`src/hdl/rlbao_pkg.sv`:
```
// Shared types and constants for the relay light controller.
// No dependencies; imported by every rlbao_* module and the top level.
package rlbao_pkg;

    localparam int PATTERN_SLOTS = 10;
    localparam int SLOT_W        = $clog2(PATTERN_SLOTS);
    localparam int CNT_W         = $clog2(PATTERN_SLOTS + 1);

    localparam int MS_PER_SECOND   = 1000;
    localparam int DEFAULT_SLOT_MS = 500;
    localparam int MIN_SLOT_MS     = 200;
    localparam int MS_PER_TENTH    = 100;
    localparam int MAX_TENTHS      = 655;
    localparam int MAX_MIN_LEVEL   = 20;
    localparam int MAX_LEVEL       = 100;

    localparam logic [2:0] OP_TICK   = 3'd0;
    localparam logic [2:0] OP_ON     = 3'd1;
    localparam logic [2:0] OP_OFF    = 3'd2;
    localparam logic [2:0] OP_TOGGLE = 3'd3;
    localparam logic [2:0] OP_WRITE  = 3'd4;
    localparam logic [2:0] OP_CLEAR  = 3'd5;
    localparam logic [2:0] OP_BLINK  = 3'd6;

    localparam logic [1:0] REG_MIN_BRIGHTNESS = 2'd0;
    localparam logic [1:0] REG_MAX_BRIGHTNESS = 2'd1;
    localparam logic [1:0] REG_AUTO_OFF       = 2'd2;
    localparam logic [1:0] REG_BLINK_SECONDS  = 2'd3;

    typedef struct packed {
        logic [4:0]  min_brightness;
        logic [6:0]  max_brightness;
        logic [19:0] auto_off_ms;
        logic [25:0] blink_ms;
    } cfg_t;

    typedef struct packed {
        logic       write;
        logic       clear;
        logic       start;
        logic [3:0] slot_index;
        logic [9:0] slot_tenths;
    } pat_cmd_t;

    typedef struct packed {
        logic [15:0]       cur_ms;
        logic [SLOT_W-1:0] next_slot;
        logic              next_found;
    } pat_stat_t;

endpackage

```
`src/hdl/rlbao_cfg.sv`:
```
// Configuration registers with write-side saturation; timer limits kept in ms.
// Depends on rlbao_pkg.
module rlbao_cfg
(
    input  logic             clk,
    input  logic             rst_n,
    input  logic             cfg_valid,
    output logic             cfg_ready,
    input  logic [1:0]       cfg_index,
    input  logic [15:0]      cfg_data,
    output rlbao_pkg::cfg_t  cfg
);
    import rlbao_pkg::*;

    logic [4:0]  min_reg;
    logic [6:0]  max_reg;
    logic [19:0] auto_ms_reg;
    logic [25:0] blink_ms_reg;
    logic [4:0]  min_next;
    logic [6:0]  max_next;

    assign cfg_ready = 1'b1;

    always_comb
    begin
        min_next = (cfg_data[4:0] > 5'(MAX_MIN_LEVEL)) ? 5'(MAX_MIN_LEVEL) : cfg_data[4:0];
        max_next = (cfg_data[6:0] < {2'b00, min_reg}) ? {2'b00, min_reg} : cfg_data[6:0];
        if (max_next > 7'(MAX_LEVEL))
        begin
            max_next = 7'(MAX_LEVEL);
        end
    end

    always_ff @(posedge clk or negedge rst_n)
    begin
        if (!rst_n)
        begin
            min_reg      <= '0;
            max_reg      <= 7'(MAX_LEVEL);
            auto_ms_reg  <= '0;
            blink_ms_reg <= 26'(5 * MS_PER_SECOND);
        end
        else if (cfg_valid)
        begin
            unique case (cfg_index)
                REG_MIN_BRIGHTNESS: min_reg <= min_next;
                REG_MAX_BRIGHTNESS: max_reg <= max_next;
                REG_AUTO_OFF:
                    auto_ms_reg <= 20'(cfg_data[9:0]) * 20'(MS_PER_SECOND);
                REG_BLINK_SECONDS:
                    blink_ms_reg <= 26'(cfg_data) * 26'(MS_PER_SECOND);
                default: ;
            endcase
        end
    end

    assign cfg.min_brightness = min_reg;
    assign cfg.max_brightness = max_reg;
    assign cfg.auto_off_ms    = auto_ms_reg;
    assign cfg.blink_ms       = blink_ms_reg;

endmodule

```
`src/hdl/rlbao_pattern.sv`:
```
// Blink pattern slots, written-slot count and next non-empty slot search.
// Depends on rlbao_pkg.
module rlbao_pattern
(
    input  logic                               clk,
    input  logic                               rst_n,
    input  rlbao_pkg::pat_cmd_t                cmd,
    input  logic [rlbao_pkg::SLOT_W-1:0]       phase_slot,
    output rlbao_pkg::pat_stat_t               stat
);
    import rlbao_pkg::*;

    logic [15:0]      store_reg [PATTERN_SLOTS];
    logic [CNT_W-1:0] count_reg;
    logic [9:0]       tenths_sat;
    logic [16:0]      prod;
    logic [15:0]      slot_ms;
    logic             idx_ok;
    logic [SLOT_W-1:0] pos;
    logic [SLOT_W-1:0] nxt;
    logic             found;

    always_comb
    begin
        tenths_sat = (cmd.slot_tenths > 10'(MAX_TENTHS)) ? 10'(MAX_TENTHS) : cmd.slot_tenths;
        prod       = 17'(tenths_sat) * 17'(MS_PER_TENTH);
        slot_ms    = (prod < 17'(MIN_SLOT_MS)) ? 16'(MIN_SLOT_MS) : prod[15:0];
        idx_ok     = {1'b0, cmd.slot_index} < 5'(PATTERN_SLOTS);
    end

    // cyclic search starting after the current slot, ending on it
    always_comb
    begin
        found = 1'b0;
        nxt   = phase_slot;
        pos   = phase_slot;
        for (int k = 0; k < PATTERN_SLOTS; k++)
        begin
            pos = (pos == SLOT_W'(PATTERN_SLOTS - 1)) ? '0 : pos + 1'b1;
            if (!found && store_reg[pos] != '0)
            begin
                found = 1'b1;
                nxt   = pos;
            end
        end
    end

    assign stat.cur_ms     = store_reg[phase_slot];
    assign stat.next_slot  = nxt;
    assign stat.next_found = found;

    always_ff @(posedge clk or negedge rst_n)
    begin
        if (!rst_n)
        begin
            for (int i = 0; i < PATTERN_SLOTS; i++)
            begin
                store_reg[i] <= (i < 2) ? 16'(DEFAULT_SLOT_MS) : '0;
            end
            count_reg <= CNT_W'(2);
        end
        else if (cmd.write)
        begin
            if (idx_ok)
            begin
                store_reg[cmd.slot_index[SLOT_W-1:0]] <= slot_ms;
                if (count_reg < CNT_W'(PATTERN_SLOTS))
                begin
                    count_reg <= count_reg + 1'b1;
                end
            end
        end
        else if (cmd.clear)
        begin
            for (int i = 0; i < PATTERN_SLOTS; i++)
            begin
                store_reg[i] <= '0;
            end
            count_reg <= '0;
        end
        else if (cmd.start && count_reg < CNT_W'(2))
        begin
            for (int i = 0; i < PATTERN_SLOTS; i++)
            begin
                store_reg[i] <= (i < 2) ? 16'(DEFAULT_SLOT_MS) : '0;
            end
            count_reg <= CNT_W'(2);
        end
    end

endmodule

```
`src/hdl/relay_light_blink_autooff.sv`:
```
// Top level of the relay light controller: state update and output buffer.
// Depends on rlbao_pkg, rlbao_cfg and rlbao_pattern.
//
// Usage:
//   s_* carries one command word per beat: a 1 ms tick, on, off, toggle,
//   pattern slot write, pattern clear or blink start. Every accepted word
//   returns exactly one status word on m_*: relay drive, brightness, light
//   state and blink state, all taken after the command has been applied.
//   cfg_* writes the four settings (index 0..3); it is always ready. The user
//   must write it only while no command is in flight; the block leaves this
//   unenforced. Each status word is registered before it appears on m_*.
//   Throughput: one word per cycle while s_tready is high.
//   Stall: a result register plus one skid word; s_tready drops only when
//   both hold words the receiver has not taken, and rises again the cycle
//   after the receiver takes one.
//   Reset: relay open, brightness 0, timers stopped, pattern 500/500 ms,
//   settings min 0, max 100, auto-off disabled, blink time 5 s.
module relay_light_blink_autooff
(
    input  logic        clk,
    input  logic        rst_n,
    input  logic        s_tvalid,
    output logic        s_tready,
    input  logic [23:0] s_tdata,   // operation[2:0], no_auto_off[3], slot_index[7:4],
                                   // slot_tenths[17:8], zero pad
    output logic        m_tvalid,
    input  logic        m_tready,
    output logic [15:0] m_tdata,   // relay_on[0], brightness_pct[7:1], light_is_on[8],
                                   // blink_active[9], zero pad
    input  logic        cfg_valid,
    output logic        cfg_ready,
    input  logic [1:0]  cfg_index,
    input  logic [15:0] cfg_data
);
    import rlbao_pkg::*;

    cfg_t      cfg;
    pat_cmd_t  pcmd;
    pat_stat_t pstat;

    logic [2:0] operation;
    logic       no_auto_off;
    logic       accept;

    logic [6:0]        level_reg,       level_next;
    logic              relay_reg,       relay_next;
    logic              on_run_reg,      on_run_next;
    logic [19:0]       on_ms_reg,       on_ms_next;
    logic              blinking_reg,    blinking_next;
    logic [25:0]       blink_ms_reg,    blink_ms_next;
    logic              lit_reg,         lit_next;
    logic [SLOT_W-1:0] slot_reg,        slot_next;
    logic [15:0]       phase_ms_reg,    phase_ms_next;

    logic signed [8:0] below;
    logic signed [8:0] above;
    logic [15:0]       phase_inc;
    logic              lit_update;
    logic              lit_val;
    logic [15:0]       result;

    logic        main_valid_reg;
    logic [15:0] main_data_reg;
    logic        skid_valid_reg;
    logic [15:0] skid_data_reg;

    assign operation   = s_tdata[2:0];
    assign no_auto_off = s_tdata[3];
    assign s_tready    = !skid_valid_reg;
    assign accept      = s_tvalid && s_tready;

    rlbao_cfg u_cfg
    (
        .clk       (clk),
        .rst_n     (rst_n),
        .cfg_valid (cfg_valid),
        .cfg_ready (cfg_ready),
        .cfg_index (cfg_index),
        .cfg_data  (cfg_data),
        .cfg       (cfg)
    );

    assign pcmd.write       = accept && operation == OP_WRITE;
    assign pcmd.clear       = accept && operation == OP_CLEAR;
    assign pcmd.start       = accept && operation == OP_BLINK;
    assign pcmd.slot_index  = s_tdata[7:4];
    assign pcmd.slot_tenths = s_tdata[17:8];

    rlbao_pattern u_pattern
    (
        .clk        (clk),
        .rst_n      (rst_n),
        .cmd        (pcmd),
        .phase_slot (slot_reg),
        .stat       (pstat)
    );

    always_comb
    begin
        level_next    = level_reg;
        relay_next    = relay_reg;
        on_run_next   = on_run_reg;
        on_ms_next    = on_ms_reg;
        blinking_next = blinking_reg;
        blink_ms_next = blink_ms_reg;
        lit_next      = lit_reg;
        slot_next     = slot_reg;
        phase_ms_next = phase_ms_reg;
        below         = 9'(level_reg) - 9'(cfg.min_brightness);
        above         = 9'(cfg.max_brightness) - 9'(level_reg);
        phase_inc     = phase_ms_reg + 1'b1;
        lit_update    = 1'b0;
        lit_val       = 1'b0;

        unique case (operation)
            OP_TICK:
            begin
                if (blinking_reg)
                begin
                    if (blink_ms_reg != '1)
                    begin
                        blink_ms_next = blink_ms_reg + 1'b1;
                    end
                    if (blink_ms_next > cfg.blink_ms)
                    begin
                        relay_next    = !(below < above);
                        blinking_next = 1'b0;
                    end
                    else
                    begin
                        if (phase_inc > pstat.cur_ms)
                        begin
                            if (pstat.next_found)
                            begin
                                slot_next     = pstat.next_slot;
                                phase_ms_next = 16'd1;
                                lit_update    = 1'b1;
                            end
                            else
                            begin
                                phase_ms_next = '0;
                            end
                        end
                        else
                        begin
                            phase_ms_next = phase_inc;
                            lit_update    = 1'b1;
                        end
                        lit_val = !slot_next[0];
                        if (lit_update && lit_val != lit_reg)
                        begin
                            lit_next   = lit_val;
                            relay_next = lit_val;
                        end
                    end
                end
                if (on_run_reg)
                begin
                    if (on_ms_reg != '1)
                    begin
                        on_ms_next = on_ms_reg + 1'b1;
                    end
                    if (cfg.auto_off_ms != '0 && on_ms_next > cfg.auto_off_ms)
                    begin
                        on_run_next = 1'b0;
                        on_ms_next  = '0;
                        relay_next  = 1'b0;
                        level_next  = 7'(cfg.min_brightness);
                    end
                end
            end
            OP_ON:
            begin
                on_run_next = !no_auto_off;
                on_ms_next  = '0;
                relay_next  = 1'b1;
                level_next  = cfg.max_brightness;
            end
            OP_OFF:
            begin
                on_run_next = 1'b0;
                on_ms_next  = '0;
                relay_next  = 1'b0;
                level_next  = 7'(cfg.min_brightness);
            end
            OP_TOGGLE:
            begin
                on_ms_next = '0;
                if (level_reg == 7'(cfg.min_brightness))
                begin
                    on_run_next = !no_auto_off;
                    relay_next  = 1'b1;
                    level_next  = cfg.max_brightness;
                end
                else
                begin
                    on_run_next = 1'b0;
                    relay_next  = 1'b0;
                    level_next  = 7'(cfg.min_brightness);
                end
            end
            OP_BLINK:
            begin
                lit_next      = 1'b0;
                blink_ms_next = '0;
                slot_next     = '0;
                phase_ms_next = '0;
                blinking_next = 1'b1;
            end
            default: ;
        endcase

        result = {6'b0, blinking_next, level_next != 7'(cfg.min_brightness),
                  level_next, relay_next};
    end

    always_ff @(posedge clk or negedge rst_n)
    begin
        if (!rst_n)
        begin
            level_reg    <= '0;
            relay_reg    <= 1'b0;
            on_run_reg   <= 1'b0;
            on_ms_reg    <= '0;
            blinking_reg <= 1'b0;
            blink_ms_reg <= '0;
            lit_reg      <= 1'b0;
            slot_reg     <= '0;
            phase_ms_reg <= '0;
        end
        else if (accept)
        begin
            level_reg    <= level_next;
            relay_reg    <= relay_next;
            on_run_reg   <= on_run_next;
            on_ms_reg    <= on_ms_next;
            blinking_reg <= blinking_next;
            blink_ms_reg <= blink_ms_next;
            lit_reg      <= lit_next;
            slot_reg     <= slot_next;
            phase_ms_reg <= phase_ms_next;
        end
    end

    // result register plus skid word
    always_ff @(posedge clk or negedge rst_n)
    begin
        if (!rst_n)
        begin
            main_valid_reg <= 1'b0;
            skid_valid_reg <= 1'b0;
        end
        else if (!main_valid_reg || m_tready)
        begin
            if (skid_valid_reg)
            begin
                main_valid_reg <= 1'b1;
                skid_valid_reg <= 1'b0;
            end
            else
            begin
                main_valid_reg <= accept;
            end
        end
        else if (accept)
        begin
            skid_valid_reg <= 1'b1;
        end
    end

    always_ff @(posedge clk)
    begin
        if (!main_valid_reg || m_tready)
        begin
            main_data_reg <= skid_valid_reg ? skid_data_reg : result;
        end
        else if (accept)
        begin
            skid_data_reg <= result;
        end
    end

    assign m_tvalid = main_valid_reg;
    assign m_tdata  = main_data_reg;

endmodule

```
`config.mk`:
```
export PLATFORM = sky130hd
export DESIGN_NAME = relay_light_blink_autooff
export DESIGN_NICKNAME = d
export VERILOG_FILES = /design/src/hdl/rlbao_pkg.sv /design/src/hdl/rlbao_cfg.sv /design/src/hdl/rlbao_pattern.sv /design/src/hdl/relay_light_blink_autooff.sv
export SDC_FILE = /design/constraint.sdc
export NUM_CORES = 1
export LEC_CHECK = 0
export BUFFER_PORTS_ARGS = -buffer_cell sky130_fd_sc_hd__buf_2
export CAP_MARGIN = 20
export CORE_MARGIN = 1.5
export CORE_UTILIZATION = 65
export CTS_CLUSTER_DIAMETER = 100
export CTS_CLUSTER_SIZE = 12
export DETAILED_ROUTE_END_ITERATION = 8
export PLACE_DENSITY = 0.88
export SLEW_MARGIN = 40
export SYNTH_ARGS = -nofsm -noshare
export SYNTH_HDL_FRONTEND = slang
export SYNTH_SLANG_ARGS = --single-unit
export TNS_END_PERCENT = 5
```
`constraint.sdc`:
```
create_clock -name clk -period 6.71 [get_ports clk]
set_clock_uncertainty 0.05 [all_clocks]
set_input_delay 0.671 -clock clk [delete_from_list [all_inputs] [get_ports clk]]
set_output_delay 0.671 -clock clk [all_outputs]
set_load 0.005 [all_outputs]
```
# After elaboration in Yosys (flattened, before gate mapping)
# Index checks and enable logic that the tools add are counted.
[classes]
eq_ne = 33
order_cmp = 25
reduce_logical = 64
multipliers = 3
bitwise = 13
muxes = 135
add_sub_neg = 16
[ops]
columns = ["op", "count"]
rows = [
  ["$bmux 16 s4", 11],
  ["$mux 160", 4],
  ["$mux 16", 27],
  ["$bwmux 160", 1],
  ["$reduce_bool 16->1", 10],
  ["$mux 4", 32],
  ["$mux 26", 4],
  ["$mux 20", 5],
  ["$demux 16 s4", 1],
  ["$ge 5x5->1 const B", 12],
  ["$not 4->5", 12],
  ["$pmux 26 s2", 1],
  ["$add 4x1->4 const B", 11],
  ["$eq 4x4->1 const B", 10],
  ["$pmux 20 s2", 1],
  ["$mux 7", 5],
  ["$mux 1", 33],
  ["$pmux 16 s2", 1],
  ["$pmux 7 s4", 1],
  ["$add 26x1->26 const B", 1],
  ["$gt 26x26->1", 1],
  ["$ne 26x26->1 const B", 1],
  ["$mul 16x7->23 const B", 1],
  ["$add 20x1->20 const B", 1],
  ["other kinds (49)", 102],
]
[totals]
regBits = 315
inputBits = 47
out_inout_bits = 19
wordCells = 318

# Depth between registers and ports, before layout
[depth]
depth_word = 50
mapped_depth = 26

# Modules after synthesis
# Synthesis repeated with hierarchy kept, for this count alone.
[hier_totals]
hier_cells = 3038
hier_area_um2 = 26735.6
[by_module_without_submodules]
columns = ["module", "n_inst", "area_per_inst_um2", "cells_per_inst", "seq_area_each_um2"]
rows = [
  ["rlbao_pattern", 1, 12652.1, 1435, 3619.7],
  ["relay_light_blink_autooff", 1, 8393.0, 1004, 2577.5],
  ["rlbao_cfg", 1, 5690.5, 599, 1311.3],
]

# Worst setup path after synthesis
# No wires, ideal clock.
[synth_path]
path_kind = "input port to flip-flop"
from = "input s_tdata[14]"
to = "register u_pattern.store_reg[151] (netlist name)"
stages = 21
t_arrival_ns = 5.699
slack_ns = 0.882
n_path_buf = 0
path_cell_list = "o31a_1 -> o21ai_0 -> nand2b_1 -> ha_1 -> ha_1 -> inv_1 -> fa_1 -> inv_1 -> ha_1 -> nor2b_1 -> o21ai_0 -> a21boi_0 -> o21ai_0 -> nor3b_1 -> nor2_1 -> or4b_2 -> a211o_1 -> a211o_1 -> o21ai_1 -> a21oi_1 -> o21ai_0"
[synth_between]
elab_chain_len = 8
[synth_rtl]
columns = ["item", "line", "rtl"]
rows = [
  ["from (decl)", "relay_light_blink_autooff.sv:24", "input logic [23:0] s_tdata,"],
  ["$gt 10x10->1", "rlbao_pattern.sv:25", "tenths_sat = (cmd.slot_tenths > 10'(MAX_TENTHS)) ? 10'(MAX_TENTHS) : cmd.slot_tenths;"],
  ["$mux 10 (*)", "rlbao_pattern.sv:25", ""],
  ["$mul 10x5->15 (*)", "rlbao_pattern.sv:26", "prod = 17'(tenths_sat) * 17'(MS_PER_TENTH);"],
  ["$lt 17x8->1", "rlbao_pattern.sv:27", "slot_ms = (prod < 17'(MIN_SLOT_MS)) ? 16'(MIN_SLOT_MS) : prod[15:0];"],
  ["$mux 16 (*)", "rlbao_pattern.sv:27", ""],
  ["$bwmux 160 (*)", "rlbao_pattern.sv:66", "store_reg[cmd.slot_index[SLOT_W-1:0]] <= slot_ms;"],
  ["$mux 160 (*)", "rlbao_pattern.sv:64", "if (idx_ok)"],
  ["$mux 160 (*)", "rlbao_pattern.sv:62", "else if (cmd.write)"],
  ["to (signal, indexed assignment)", "rlbao_pattern.sv:58", "store_reg[i] <= (i < 2) ? 16'(DEFAULT_SLOT_MS) : '0;"],
  ["to (signal, indexed assignment)", "rlbao_pattern.sv:66", ""],
  ["to (signal, indexed assignment)", "rlbao_pattern.sv:85", "store_reg[i] <= (i < 2) ? 16'(DEFAULT_SLOT_MS) : '0;"],
  ["to (decl)", "rlbao_pattern.sv:13", "logic [15:0] store_reg [PATTERN_SLOTS];"],
]
# Mark *: on every way between the ends. The rest lies on a longest branch, timed or not. The select of a mux whose other input is x is not followed.
# A chain may end at the register's enable or synchronous reset.

# Worst setup path after layout
[layout_path]
from = "register on_ms_reg[3]"
to = "register main_data_reg[4] (netlist: m_tdata[4]), data pin"
[layout_between]
elab_chain_len = 10
[layout_rtl]
columns = ["item", "line", "rtl"]
rows = [
  ["from (decl)", "relay_light_blink_autooff.sv:48", "logic [19:0] on_ms_reg, on_ms_next;"],
  ["from (signal assigned)", "relay_light_blink_autooff.sv:236", "on_ms_reg <= on_ms_next;"],
  ["$add 20x1->20 / $ne 20x20->1 (equally long branches)", "relay_light_blink_autooff.sv:161, relay_light_blink_autooff.sv:159", ""],
  ["$mux 20 (*)", "relay_light_blink_autooff.sv:159", "if (on_ms_reg != '1)"],
  ["$mux 20 (*)", "relay_light_blink_autooff.sv:157", "if (on_run_reg)"],
  ["$mux 20 (*)", "relay_light_blink_autooff.sv:115", "unique case (operation)"],
  ["$gt 20x20->1 (*)", "relay_light_blink_autooff.sv:163", "if (cfg.auto_off_ms != '0 && on_ms_next > cfg.auto_off_ms)"],
  ["$logic_and 1x1->1 (*)", "relay_light_blink_autooff.sv:163", ""],
  ["$mux 7 (*)", "relay_light_blink_autooff.sv:163", ""],
  ["$mux 7 (*)", "relay_light_blink_autooff.sv:157", ""],
  ["$pmux 7 s4 (*)", "relay_light_blink_autooff.sv:115", ""],
  ["via level_next[3]", "relay_light_blink_autooff.sv:45", "logic [6:0] level_reg, level_next;"],
  ["$mux 10 (*)", "relay_light_blink_autooff.sv:275", "main_data_reg <= skid_valid_reg ? skid_data_reg : result;"],
  ["to (signal assigned)", "relay_light_blink_autooff.sv:275", ""],
  ["to (decl)", "relay_light_blink_autooff.sv:63", "logic [15:0] main_data_reg;"],
]
# Mark *: on every way through the listed nets, which the timed path passes. The rest lies on a longest branch. The select of a mux whose other input is x is not followed.

==> summary.md <==
| Metric | Value |
|---|---|
| Status | `finished clean` |
| Crit Path Max Fanout | `11` |
| Cell Chain, Critical Path | `and4_1 -> and3_1 -> nand2_1 -> nor3_1 -> nand4_1 -> and4_1 -> nand2_1 -> xnor2_1 -> ha_1 -> and3_1 -> o21ai_0 -> a21boi_0 -> o2111ai_1 -> a21o_1 -> a21o_1 -> a211o_1 -> mux2i_1 -> nor2_1 -> a2111oi_0 -> a21oi_1 -> mux2_2` |
| N_diodes | `0` |
| Grt met3 use | `0.0800` |
| Later-pin clock latency in the skew report | `0.56 ns` |
| Mean post-synth cell area | `9.01 um2` |
| WS Path Type | `flip-flop to flip-flop` |
| Sequential area share after synthesis | `0.302` |
| Hold Slack | `0.281 ns` |
| Placed Area | `25700 um2` |
| Yosys warning count | `0` |
| Clk buf depth | `3` |
| GR peak layer | `met2` |
| I/O pin cnt | `66` |
| Startpoint types | `flip-flop` |
| Global-route met2 utilization | `0.716` |
| Dpl hpwl | `64300 um` |
| Met1 Use GR | `0.517` |
| CTS Root Cell | `clkbuf_16` |
| Site Rows | `71` |
| Die width | `199 um` |
| Vias in the first global route | `23056` |
| Final Net Count | `3067` |
| Fillers | `2769` |
| TNS Setup | `0 ns` |
| Slowest stage cell on the critical path | `nor3_1` |
| Top FF cell, synth | `dfrtp_1` |
| Core Util, Final | `0.705` |
| Starting Density | `0.661` |
| Largest register FFs | `140` |
| Mapped Area | `24900 um2` |
| Max-cap violations | `0` |
| Design area | `26600 um2` |
| Die Y | `199 um` |
| Pleak | `0.0119 uW` |
| TritonCTS clock tree | `built` |
| RSZ-0062 raised after global routing | `false` |
| CP Capture Type | `flip-flop` |
| Setup violations, final | `0` |
| Slew HR | `0.340` |
| Largest net degree at the start of global routing | `111` |
| Htree depth | `1` |
| Asr flop ratio synth | `0.932` |
| Pwr per Cell Area | `323 nW/um2` |
| Comb pwr share | `0.557` |
| Worst vdd ir | `286 uV` |
| Routed wire length | `84400 um` |
| Reg clk slew, reported paths | `0.07 ns` |
| Worst EP arrival | `6.28 ns` |
| Hold Fails Final Rpt | `0` |
| Mapped Cells | `2763` |
| Worst path max stage delay | `0.54 ns` |
| P&R area growth vs syn | `6.76%` |
| Post-route DRC | `0` |
| Switching Fraction | `0.457` |
| Post-CTS Setup Inserts | `0` |
| Initial antenna violation count | `2` |
| Int Pwr | `4670 uW` |
| Cts hold-fix bufs | `0` |
| Initial DRT Pass Iterations | `9` |
| Critical Path RT | `6.98 ns` |
| Clk pwr share | `0.179` |
| Num CTS Buffers | `28` |
| Minimum clock period | `6.01 ns` |
| Measured slew at the worst slew-check pin | `0.990 ns` |
| Worst Hold Class | `primary input to flip-flop` |
| Maximum clock rate | `166 MHz` |
| Clock Sinks | `295` |
| WL per Instance | `25.6 um` |
| Die ar. | `39500 um2` |
| Tcrit/Tclk final | `0.896` |
| Routed Antenna Nets | `0` |
| Port Buffer Count | `52` |
| Register area | `7520 um2` |
| Sequential Power Share | `0.264` |
| Netlist cell types | `97` |
| Vias/cell | `7.06` |
| Post-synth EDFFs | `20` |
| Yosys reg bits | `295` |
| Post-CTS resize count | `0` |
| Layout cells sized above 1 | `0.102` |
| GRT Total Usage | `0.434` |
| Core footprint | `37700 um2` |
| Drt first-iter violations | `2668` |
| First-pass GRT wire length | `131000 um` |
| GP Congestion | `1.05` |
| Routed vias | `23257` |
| Remaining global-route overflow | `0` |
| Max-slew violations | `0` |
| Psw | `3920 uW` |
| Area used by multi-input combinational logic | `16300 um2` |
==> power by group through the flow <==
stage	clock [uW]	combinational [uW]	sequential, uW
final	1540	4780	2270
after global routing	1600	5140	2290
after CTS	1530	4600	2260
after detailed placement	0	4550	2290
after global placement	0	4340	2300
after floorplan	0	3290	2180
==> final cells by class <==
class,count,area share
timing repair buffer,107,0.0277
multi-input combinational,2176,0.612
clock buffer,51,0.0304
sequential,295,0.283
inverter,152,0.0215
tap,511,0.0241
clock inverter,1,0.00113
==> cells by family (layout without fill, tap and decap cells) <==
| family | count (synthesis) | in the layout | share of synthesized area |
|---|---|---|---|
| AO/OA/AOI/OAI | 804 | 804 | 0.220 |
| XOR/XNOR | 102 | 102 | 0.0362 |
| adder cells (fa/ha/maj) | 260 | 260 | 0.150 |
| buffers and inverters | 299 | 311 | 0.0511 |
| flip-flops | 295 | 295 | 0.302 |
| multiplexers | 87 | 87 | 0.0530 |
| other | 2 | 9 | 0.000302 |
| AND/OR/NAND/NOR | 914 | 914 | 0.187 |
==> cells in the final DEF (no fill, tap or decap), types with 26 or more instances in the layout <==
cell type  instances
xnor2_1           67
nand2_1          230
mux2i_1           35
nor3b_1           50
dfrtp_1          250
nor2_1           185
a22o_1           139
buf_4             48
mux4_2            34
inv_1            149
a21oi_1          162
ha_1             196
a21o_1            39
and3_1            26
nand2b_1          41
o22ai_1           34
clkbuf_16         29
buf_2             52
xor2_1            31
nand4_1           31
nor3_1           133
nor4_1            28
o21ai_0          179
nand3_1           60
fa_1              64
==> metal layers <==
layer  part of all wire  vias up
met5            0.00027        -
met4              0.077        4
li1                   -    10208
met2               0.47     1369
met3              0.085      374
met1               0.37    11302
==> worst paths after layout <==
path	start	end	slack (ns)	cells after the start
worst max register to register	on_ms_reg[3]	m_tdata[4]	0.70	21
max in group asynchronous	rst_n	u_cfg.max_reg[3]	5.01	3
worst min register to register	u_cfg.blink_ms_reg[22]	u_cfg.blink_ms_reg[22]	0.43	2
worst max-delay path	on_ms_reg[3]	m_tdata[4]	0.70	21
worst min-delay path	s_tdata[3]	on_run_reg	0.28	2
min in group asynchronous	rst_n	u_pattern.store_reg[159]	0.53	2
==> metrics by stage <==
stage | std cells | setup WS [ns] | power [uW]
CTS | 3289 | 0.836 | 8400
global route | 3293 | 0.291 | 9040
finish | 3293 | 0.699 | 8590
floorplan | 2770 | 0.882 | 5470
detailed placement | 3237 | 0.329 | 6840
global placement | 3236 | 0.571 | 6640
==> critical path, delay by kind of cell, from the launching register on <==
family	cells	cell delay [ns]
compound gates	8	1.99
simple gates	9	2.33
fa+ha+maj	1	0.32
xor+xnor	1	0.11
flops	1	0.44
mux	2	0.54
==> synthesized netlist by cell type, drive strengths merged, types with 17 or more instances <==
library cell  count  area share
inv             150       0.023
xnor2            71       0.025
a21oi           164       0.033
mux2             18      0.0081
fa               64       0.051
ha              196       0.099
nor2b            25      0.0063
xor2             31       0.011
nor4             32      0.0086
nand4            32      0.0083
nor3            144       0.031
mux2i            35       0.014
and3             26      0.0065
edfxtp           20       0.024
nand2b           41       0.010
dfrtp           254        0.26
nor2            193       0.029
mux4             34       0.031
nor3b            57       0.019
o221ai           17      0.0060
a22o            139       0.049
nand2           230       0.035
buf              57       0.015
clkbuf           90       0.014
o21ai           187       0.038
a211oi           22      0.0070
a21o             39       0.012
o22ai            34      0.0085
nand3            60       0.012
a31oi            18      0.0045
dfstp            21       0.022
o31ai            23      0.0071
Power figures use the tool's default switching activity.
